==> src/rtl/fnv1a64_crlf_normalized_hash_assert.svh <==
// ----------------------------------------------------------------------------
// fnv1a64_crlf_normalized_hash assertion macros
// shared concurrent assertion forms, clocked and reset-qualified
// ----------------------------------------------------------------------------
`ifndef FNV1A64_CRLF_NORMALIZED_HASH_ASSERT_SVH
`define FNV1A64_CRLF_NORMALIZED_HASH_ASSERT_SVH

// same-cycle implication
`define FNVCR_ASSERT_NOW(label, clk, rstn, ante, cons) \
    label: assert property (@(posedge clk) disable iff (!rstn) (ante) |-> (cons)) \
        else $error("fnvcr assertion failed");

// next-cycle implication
`define FNVCR_ASSERT_NEXT(label, clk, rstn, ante, cons) \
    label: assert property (@(posedge clk) disable iff (!rstn) (ante) |=> (cons)) \
        else $error("fnvcr assertion failed");

`endif

==> src/rtl/fnvcr_pkg.sv <==
// ----------------------------------------------------------------------------
// fnvcr_pkg
// shared types, constants and the fnv-1a mix function
// ----------------------------------------------------------------------------
`timescale 1ns / 1ps

package fnvcr_pkg;

    localparam logic [63:0] FNV_OFFSET_BASIS = 64'hCBF2_9CE4_8422_2325;
    localparam logic [7:0]  CHAR_CR          = 8'h0D;
    localparam logic [7:0]  CHAR_LF          = 8'h0A;

    typedef enum logic [1:0] {
        ST_IDLE,
        ST_STEP,
        ST_EMIT
    } state_t;

    typedef enum logic [2:0] {
        DP_NOP,
        DP_LOAD,
        DP_MIX_CR,
        DP_BYTE,
        DP_EMIT
    } dp_op_t;

    typedef struct packed {
        dp_op_t op;
    } ctl_cmd_t;

    typedef struct packed {
        logic held;
        logic present;
        logic last;
        logic is_lf;
        logic out_free;
    } dp_sts_t;

    // prime 0x100000001B3 = 2^40 + 2^8 + 0xB3, 0xB3 = 128 + 32 + 16 + 2 + 1
    function automatic logic [63:0] fnv_mix(input logic [63:0] h, input logic [7:0] b);
        logic [63:0] x;
        x = h ^ {56'd0, b};
        return (x << 40) + (x << 8) + (x << 7) + (x << 5) + (x << 4) + (x << 1) + x;
    endfunction

endpackage

==> src/rtl/fnvcr_datapath.sv <==
// ----------------------------------------------------------------------------
// fnvcr_datapath
// item latch, running hash, held cr flag and output register
// ----------------------------------------------------------------------------
`timescale 1ns / 1ps

module fnvcr_datapath (
    input  logic               aclk,
    input  logic               aresetn,
    input  fnvcr_pkg::ctl_cmd_t cmd,
    output fnvcr_pkg::dp_sts_t  sts,
    input  logic [7:0]         s_data_byte,
    input  logic               s_byte_present,
    input  logic               s_end_of_stream,
    output logic               m_valid,
    input  logic               m_ready,
    output logic [63:0]        m_fingerprint
);
    import fnvcr_pkg::*;

    logic [7:0]  byte_reg;
    logic        present_reg;
    logic        last_reg;
    logic [63:0] hash_reg,  hash_next;
    logic        held_reg,  held_next;
    logic        mvalid_reg, mvalid_next;
    logic [63:0] fp_reg;
    logic [7:0]  mix_byte;
    logic [63:0] mix_out;
    logic        out_free;

    assign out_free = !mvalid_reg || m_ready;

    // single shared mixer
    always_comb begin
        mix_byte = byte_reg;
        if (cmd.op == DP_MIX_CR || cmd.op == DP_EMIT) begin
            mix_byte = CHAR_CR;
        end
        mix_out = fnv_mix(hash_reg, mix_byte);
    end

    always_comb begin
        hash_next   = hash_reg;
        held_next   = held_reg;
        mvalid_next = mvalid_reg && !m_ready;
        case (cmd.op)
            DP_MIX_CR: begin
                hash_next = mix_out;
                held_next = 1'b0;
            end
            DP_BYTE: begin
                if (byte_reg == CHAR_CR) begin
                    held_next = 1'b1;
                end else begin
                    hash_next = mix_out;
                    held_next = 1'b0;
                end
            end
            DP_EMIT: begin
                hash_next   = FNV_OFFSET_BASIS;
                held_next   = 1'b0;
                mvalid_next = 1'b1;
            end
            default: begin
            end
        endcase
    end

    always_ff @(posedge aclk) begin
        if (!aresetn) begin
            hash_reg   <= FNV_OFFSET_BASIS;
            held_reg   <= 1'b0;
            mvalid_reg <= 1'b0;
        end else begin
            hash_reg   <= hash_next;
            held_reg   <= held_next;
            mvalid_reg <= mvalid_next;
        end
    end

    // payload registers
    always_ff @(posedge aclk) begin
        if (cmd.op == DP_LOAD) begin
            byte_reg    <= s_data_byte;
            present_reg <= s_byte_present;
            last_reg    <= s_end_of_stream;
        end
        if (cmd.op == DP_EMIT) begin
            fp_reg <= held_reg ? mix_out : hash_reg;
        end
    end

    assign sts.held     = held_reg;
    assign sts.present  = present_reg;
    assign sts.last     = last_reg;
    assign sts.is_lf    = (byte_reg == CHAR_LF);
    assign sts.out_free = out_free;

    assign m_valid       = mvalid_reg;
    assign m_fingerprint = fp_reg;

endmodule

==> src/rtl/fnvcr_ctrl.sv <==
// ----------------------------------------------------------------------------
// fnvcr_ctrl
// sequencer issuing one datapath operation per cycle
// ----------------------------------------------------------------------------
`timescale 1ns / 1ps

module fnvcr_ctrl (
    input  logic                aclk,
    input  logic                aresetn,
    input  logic                s_valid,
    output logic                s_ready,
    input  fnvcr_pkg::dp_sts_t  sts,
    output fnvcr_pkg::ctl_cmd_t cmd
);
    import fnvcr_pkg::*;

    state_t state_reg, state_next;

    always_ff @(posedge aclk) begin
        if (!aresetn) begin
            state_reg <= ST_IDLE;
        end else begin
            state_reg <= state_next;
        end
    end

    // next state
    always_comb begin
        state_next = state_reg;
        case (state_reg)
            ST_IDLE: begin
                if (s_valid) begin
                    state_next = ST_STEP;
                end
            end
            ST_STEP: begin
                if (sts.present && sts.held && !sts.is_lf) begin
                    state_next = ST_STEP;
                end else if (sts.present) begin
                    state_next = sts.last ? ST_EMIT : ST_IDLE;
                end else if (sts.last && !sts.out_free) begin
                    state_next = ST_EMIT;
                end else begin
                    state_next = ST_IDLE;
                end
            end
            ST_EMIT: begin
                if (sts.out_free) begin
                    state_next = ST_IDLE;
                end
            end
            default: state_next = ST_IDLE;
        endcase
    end

    // outputs
    always_comb begin
        s_ready = 1'b0;
        cmd.op  = DP_NOP;
        case (state_reg)
            ST_IDLE: begin
                s_ready = 1'b1;
                if (s_valid) begin
                    cmd.op = DP_LOAD;
                end
            end
            ST_STEP: begin
                if (sts.present && sts.held && !sts.is_lf) begin
                    cmd.op = DP_MIX_CR;
                end else if (sts.present) begin
                    cmd.op = DP_BYTE;
                end else if (sts.last && sts.out_free) begin
                    cmd.op = DP_EMIT;
                end
            end
            ST_EMIT: begin
                if (sts.out_free) begin
                    cmd.op = DP_EMIT;
                end
            end
            default: begin
            end
        endcase
    end

endmodule

==> src/rtl/fnv1a64_crlf_normalized_hash.sv <==
// ----------------------------------------------------------------------------
// fnv1a64_crlf_normalized_hash
// 64-bit fnv-1a over a byte stream with cr lf folded to lf
// ----------------------------------------------------------------------------
//
//  channel | direction | handshake          | beat contents
//  --------+-----------+--------------------+-----------------------------------------
//  s_      | in        | s_valid / s_ready  | data_byte, byte_present, end_of_stream
//  m_      | out       | m_valid / m_ready  | fingerprint
//
//  an item is first accepted, then handled in one step of the sequencer
//  a byte after a held cr that is not lf first takes an extra step for the cr mix
//  an end beat carrying a byte then passes through ST_EMIT to load the output register
//  one mixer (xor and constant multiply) serves every mix, one per cycle
//  reset (aresetn low, synchronous) loads the offset basis and drops any held cr
//  a waiting result stalls only the next end beat, until the result is taken
//
`timescale 1ns / 1ps

module fnv1a64_crlf_normalized_hash (
    input  logic        aclk,
    input  logic        aresetn,
    input  logic        s_valid,
    output logic        s_ready,
    input  logic [7:0]  s_data_byte,
    input  logic        s_byte_present,
    input  logic        s_end_of_stream,
    output logic        m_valid,
    input  logic        m_ready,
    output logic [63:0] m_fingerprint
);
    import fnvcr_pkg::*;

    `include "fnv1a64_crlf_normalized_hash_assert.svh"

    // command and status between sequencer and datapath
    ctl_cmd_t ctl_cmd;
    dp_sts_t  dp_sts;

    fnvcr_ctrl u_ctrl (
        .aclk    (aclk),
        .aresetn (aresetn),
        .s_valid (s_valid),
        .s_ready (s_ready),
        .sts     (dp_sts),
        .cmd     (ctl_cmd)
    );

    // latch, running hash, held cr and output register
    fnvcr_datapath u_datapath (
        .aclk            (aclk),
        .aresetn         (aresetn),
        .cmd             (ctl_cmd),
        .sts             (dp_sts),
        .s_data_byte     (s_data_byte),
        .s_byte_present  (s_byte_present),
        .s_end_of_stream (s_end_of_stream),
        .m_valid         (m_valid),
        .m_ready         (m_ready),
        .m_fingerprint   (m_fingerprint)
    );

    // a result is only loaded when the output register is free
    `FNVCR_ASSERT_NOW(a_emit_free, aclk, aresetn, ctl_cmd.op == DP_EMIT,
                      !m_valid || m_ready)

    // emitting returns the cr flag to clear
    `FNVCR_ASSERT_NEXT(a_emit_clears_cr, aclk, aresetn, ctl_cmd.op == DP_EMIT,
                       !dp_sts.held && m_valid)

    // a bare end beat accepted with a free output is loaded, emitted from ST_STEP, then shown on m_valid
    `FNVCR_ASSERT_NOW(a_bare_end_latency, aclk, aresetn,
                      s_valid && s_ready && s_end_of_stream && !s_byte_present && !m_valid,
                      ##2 m_valid)

endmodule
==> config.mk <==
export PLATFORM = sky130hd
export DESIGN_NAME = fnv1a64_crlf_normalized_hash
export DESIGN_NICKNAME = d
export VERILOG_FILES = /design/src/rtl/fnvcr_pkg.sv /design/src/rtl/fnvcr_datapath.sv /design/src/rtl/fnvcr_ctrl.sv /design/src/rtl/fnv1a64_crlf_normalized_hash.sv
export VERILOG_INCLUDE_DIRS = /design/src /design/src/rtl
export SDC_FILE = /design/constraint.sdc
export NUM_CORES = 1
export LEC_CHECK = 0
export BUFFER_PORTS_ARGS = -buffer_cell sky130_fd_sc_hd__buf_4
export CELL_PAD_IN_SITES_DETAIL_PLACEMENT = 0
export CELL_PAD_IN_SITES_GLOBAL_PLACEMENT = 1
export CORE_UTILIZATION = 30
export CTS_BUF_LIST = sky130_fd_sc_hd__clkbuf_4 sky130_fd_sc_hd__clkbuf_8
export CTS_CLUSTER_SIZE = 28
export DETAILED_ROUTE_END_ITERATION = 10
export HOLD_SLACK_MARGIN = 0.05
export PLACE_DENSITY_LB_ADDON = 0.1
export SLEW_MARGIN = 20
export SYNTH_ARGS = -nofsm -noshare
export SYNTH_HDL_FRONTEND = slang
export SYNTH_SLANG_ARGS = --single-unit
export TNS_END_PERCENT = 100
==> constraint.sdc <==
create_clock -name aclk -period 7.8 [get_ports aclk]
set_input_delay 0.39 -clock aclk [delete_from_list [all_inputs] [get_ports aclk]]
set_output_delay 0.39 -clock aclk [all_outputs]
set_load 0.01 [all_outputs]
Word level (Yosys, flattened, before mapping) --
Index checks and enable logic that the tools add are counted.
Operators by class: add/sub/neg operators 6, equality and inequality tests 11, mux-type cells 21, bitwise operators 1, reductions and logical operators 17
Operators by type and width (count):
- $add 64x64->64 | 6
- $pmux 64 s3 | 1
- $mux 64 | 2
- $xor 64x8->64 | 1
- $eq 8x4->1 const B | 2
- $mux 2 | 6
- $mux 3 | 4
- $pmux 3 s3 | 1
- $mux 8 | 1
- $eq 3x2->1 const B | 2
- $pmux 2 s3 | 1
- $logic_and 1x1->1 | 5
- $logic_not 1->1 | 4
- $mux 1 | 4
- $ne 2x2->1 const B | 2
- $reduce_and 2->1 | 2
- $eq 3x1->1 const B | 1
- $eq 3x3->1 const B | 1
- $reduce_bool 3->1 | 1
- $eq 2x1->1 const B | 1
- $eq 2x2->1 const B | 1
- $logic_not 2->1 | 1
- $logic_or 1x1->1 | 2
- $ne 2x1->1 const B | 1
- 3 further kinds | 3
Word-level totals: bits in registers 142, bits of input ports 14, output and inout bits 66, word-level logic and storage cells 64

Longest topological paths before layout --
word-level depth 19, gate-level depth with buffers 27, gate-level depth less buffers 26

Modules after synthesis --
From an unflattened synthesis, not the netlist that was laid out.
Second synthesis, totals: cells, all modules 1555, area, all modules 15866.5 µm²
Modules (own cells, without submodules):
- fnvcr_datapath | times used 1, cells each 1538, area each 15715.1 µm², seq. area each 3543.4 µm²
- fnvcr_ctrl | times used 1, cells each 17, area each 151.4 µm², seq. area each 40.0 µm²

Worst setup path after synthesis --
Ideal clock, no wire load.
path kind reg-to-reg, start reg u_datapath.byte_reg[4], end reg u_datapath.fp_reg[61] (netlist: u_datapath.m_fingerprint[61]), data pin, library setup time 260 ps, data arrival time 5934 ps, required time 7540 ps, setup slack 1606 ps, cell stages (with the launch flop) 24, path buffers 0, period minus slack after synthesis 6194 ps, cells stage by stage edfxtp_1 nor4_1 and2_1 nand3_1 and3_1 a21oi_1 nand2_1 xnor2_1 fa_1 fa_1 inv_1 fa_1 inv_1 ha_1 ha_1 o211ai_1 a21oi_1 o2111ai_1 o21a_1 o211ai_1 o41a_1 a41oi_1 xnor2_1 mux2_2
On the way: longest elaborated chain between the ends 16, elaborated cells between the ends (all ways) 17, those cells by class add/sub (6); eq/ne (3); mux (4); bitwise (1); reduce/logical (3)
Ends and longest elaborated chain:
- from (decl) | line fnvcr_datapath.sv:21 | logic [7:0] byte_reg;
- from (signal assigned) | line fnvcr_datapath.sv:85 | byte_reg <= s_data_byte;
- $eq 8x4->1 | line fnvcr_datapath.sv:97 | assign sts.is_lf = (byte_reg == CHAR_LF);
- $logic_not 1->1 | line fnvcr_ctrl.sv:68 | if (sts.present && sts.held && !sts.is_lf) begin
- $logic_and 1x1->1 | line fnvcr_ctrl.sv:68
- $mux 3 | line fnvcr_ctrl.sv:68
- $pmux 3 s3 | line fnvcr_ctrl.sv:60 | case (state_reg)
- $eq 3x2->1 or $eq 3x3->1 (tied branches) | line fnvcr_datapath.sv:37 | if (cmd.op == DP_MIX_CR || cmd.op == DP_EMIT) begin
- $logic_or 1x1->1 | line fnvcr_datapath.sv:37
- $mux 8 * | line fnvcr_datapath.sv:37
- $xor 64x8->64 * | line fnvcr_pkg.sv:42 | x = h ^ {56'd0, b};
- $add 64x64->64 (5 in series) | line fnvcr_pkg.sv:43 | return (x << 40) + (x << 8) + (x << 7) + (x << 5) + (x << 4) + (x << 1) + x;
- $add 64x64->64 * | line fnvcr_pkg.sv:43
- $mux 64 * | line fnvcr_datapath.sv:90 | fp_reg <= held_reg ? mix_out : hash_reg;
- to (signal assigned) | line fnvcr_datapath.sv:90
- to (decl) | line fnvcr_datapath.sv:27 | logic [63:0] fp_reg;
Every way passes the cells marked *; elsewhere a longest branch is shown, timed or not. A chain may end at the register's enable or synchronous reset.

Final worst setup path --
start reg u_datapath.byte_reg[4], end reg u_datapath.fp_reg[56] (netlist: u_datapath.m_fingerprint[56]), data pin
Same word-level chain as after synthesis.

==> results.json <==
{
  "hold_viol_final": 0,
  "path_max_fanout": 9,
  "cts_made_buffers": 17,
  "grt_max_degree": 52,
  "worst_r2r_endpoint": "u_datapath.m_fingerprint[56]",
  "synth_top_family_by_area": "adder cells",
  "totalWireLength_um": 49400,
  "avgSynthCellArea_um2": 9.72,
  "drt-vias-per-instance": 4.83,
  "cp-end-kind": "register",
  "n_antenna_cell": 0,
  "slew_violations": 0,
  "core-area_um2": 53000,
  "syn_inst": 1665,
  "grt_usage_pct": 19.4,
  "seq_area_frac_synth_pct": 22.1,
  "fill_cells": 5518,
  "final_cell_mix": "inv_1, fa_1, ha_1",
  "nNetsFinal": 2089,
  "synth_top_flop_cell": "edfxtp_1",
  "min_period_over_period_pct": 92.7,
  "synth_top_cell_area_share_pct": 29.8,
  "syn-cell-area_um2": 16200,
  "fin_worst_skew_ns": 0.0276,
  "crit_slowest_cell": "xnor2_2",
  "clk_pin_slew_ns": 0.10,
  "crit_top_cell": "a21oi_1",
  "synth_cell_types": 76,
  "cts_setup_buffers": 0,
  "cts.htree.levels": 4,
  "r2r_start": "u_datapath.byte_reg[4]",
  "layout_commonest_cell": "inv_1",
  "start_util_pct": 30.6,
  "hold_depth": 3,
  "synth_top_cell_by_area": "fa_1",
  "reg2regPathDepth": 24,
  "ys_ff_latch": 142,
  "yosys.area_share.simple_pct": 9.00,
  "worst_ep_arrival_time_ns": 7.55,
  "async_flop_share_pct": 0,
  "crit_type": "register to register",
  "crit_required_ns": 8.12,
  "wl_per_cell_um": 20.3,
  "antenna_left": 0,
  "setup_viol": 0,
  "ys_warn_count": 0,
  "synthAdderAreaFrac_pct": 38.4,
  "cts_root_buf": "clkbuf_8",
  "clock_sinks": 142,
  "hold_end": "u_ctrl.state_reg[0]",
  "max_slew_margin_pct": 38.3,
  "dr_total_vias": 11700,
  "timing.max_cap.violations": 0,
  "hold_path_class": "primary input to register",
  "grt_pass1_vias": 12400,
  "drt_iter0_markers": 662,
  "worstMarginPinSlew_ns": 0.924,
  "syn_to_final_growth_pct": 11.4,
  "die_h_um": 234,
  "ioPinCount": 80,
  "max_freq_mhz": 138,
  "drc": 0,
  "tritoncts": "built",
  "area.sequential_um2": 3590,
  "hpwl_um": 38800,
  "worstSkewPairLatency_ns": 0.58,
  "grt_antenna_before_repair": 1,
  "drt_pass1_iterations": 7,
  "synth_compound_area_share_pct": 12.1,
  "synth_fp_nets": 2028,
  "start_kind": "register",
  "die_x_um": 234,
  "synth_edf_count": 74,
  "yosys-top-cells-area": "fa_1, edfxtp_1, dfxtp_1, ha_1, inv_1",
  "reg2reg_slack_ns": 0.57,
  "rsz0062_at_grt": "no",
  "grt_overflow": 0,
  "cp_top_family": "compound AO/OA/AOI/OAI gates",
  "multiInputGateArea_um2": 11100,
  "critPathBufInv": 1,
  "outcome": "finished clean",
  "grt_first_pass_wirelength_um": 77400,
  "synthMuxAreaShare_pct": 3.63,
  "fin_crit_ns": 7.23,
  "path_cells": "nor4_1 > and2_1 > nand3_1 > and3_1 > a21oi_1 > nand2_1 > xnor2_2 > xor2_1 > ha_1 > a21oi_1 > fa_1 > fa_1 > inv_1 > ha_1 > ha_1 > a21oi_1 > o21ai_0 > a21oi_1 > a21oi_1 > o21ai_1 > a21oi_1 > o41ai_1 > xnor2_1 > mux2_2",
  "routabilityCongestion": 0.896,
  "hold_path.startpoint": "s_valid",
  "drive_above_1_share_pct": 11.4,
  "synth_xor_area_share_pct": 5.00,
  "cpPeakStageDelay_ns": 0.56,
  "finalSetupTns_ns": 0,
  "dieArea_um2": 54900,
  "io_buffers": 79,
  "row_count": 84,
  "clk_path_buf_depth": 2
}
==> routing by layer <==
layer  vias to the layer above  track usage (%)  wire length [um]
met5                         -                0                 0
met4                         0             5.89              1030
met3                        40             2.71              1440
met2                       229             31.2             23000
met1                      5929             26.8             23900
li1                       5527                -                 -
==> what timing repair did <==
item	in CTS	in global routing
gates resized for setup	0	1
endpoints found under the hold margin	10	0
setup endpoints to repair	0	1
hold buffers	10	0
==> cells by family (layout without fill, tap and decap cells) <==
group,Yosys count,count (layout)
buffers and inverters,413,487
multiplexers,52,52
AO/OA/AOI/OAI,299,299
AND/OR/NAND/NOR,317,317
adder cells (fa/ha/maj),353,353
flip-flops,142,142
XOR/XNOR,89,89
==> synth_stat cells, types with 7 or more instances <==
library cell,n
xor2_1,21
clkbuf_1,52
and2_1,9
xnor2_1,64
a21oi_1,82
nand3_1,43
o21ai_1,13
a21boi_0,24
o211ai_1,12
nor3_1,27
dfxtp_1,68
ha_1,108
nand2b_1,7
nand4_1,15
fa_1,241
a21o_1,29
nor2_1,75
o21ai_0,53
inv_1,351
a31oi_1,9
o21a_1,8
nand2_1,107
mux2_2,50
edfxtp_1,74
and3_1,7
==> tightest hold or removal path, cell delays in order <==
cell	delay, ns
buf_4	0.11
mux2i_1	0.11
nor3b_1	0.06
==> through the flow <==
step           std cells  hold WS [ns]  instance area [um^2]  worst slack (ns)  util, %
5_1_grt             2427         0.136                 18000            0.0115     34.0
3_3_place_gp        2385         0.494                 17500             0.598     33.1
4_1_cts             2427        0.0915                 18000             0.451     34.0
6_report            2427         0.157                 18000             0.573     34.0
3_5_place_dp        2385         0.502                 17500             0.477     33.1
2_1_floorplan       1665         0.463                 16200              1.61        -
==> cell type report <==
class	count	area share, %
clock buffer	17	1.30
tap	688	4.77
clock inverter	15	0.826
timing repair buffer	103	4.43
sequential	142	19.9
inverter	352	7.34
multi-input combinational	1110	61.4
==> how the worst max path moves through the flow <==
stage,from,endpoint,cells past startpoint
after global placement,u_datapath.byte_reg[4],u_datapath.m_fingerprint[56],23
after detailed placement,u_datapath.byte_reg[4],u_datapath.m_fingerprint[56],23
after global routing,u_datapath.byte_reg[4],u_datapath.m_fingerprint[56],24
after CTS,u_datapath.byte_reg[4],u_datapath.m_fingerprint[56],23
final,u_datapath.byte_reg[4],u_datapath.m_fingerprint[56],24
after floorplan,u_datapath.byte_reg[4],u_datapath.m_fingerprint[61],23
Power is not shown: default switching activity piles up to over one toggle a cycle in this logic, so the estimate is an artifact.
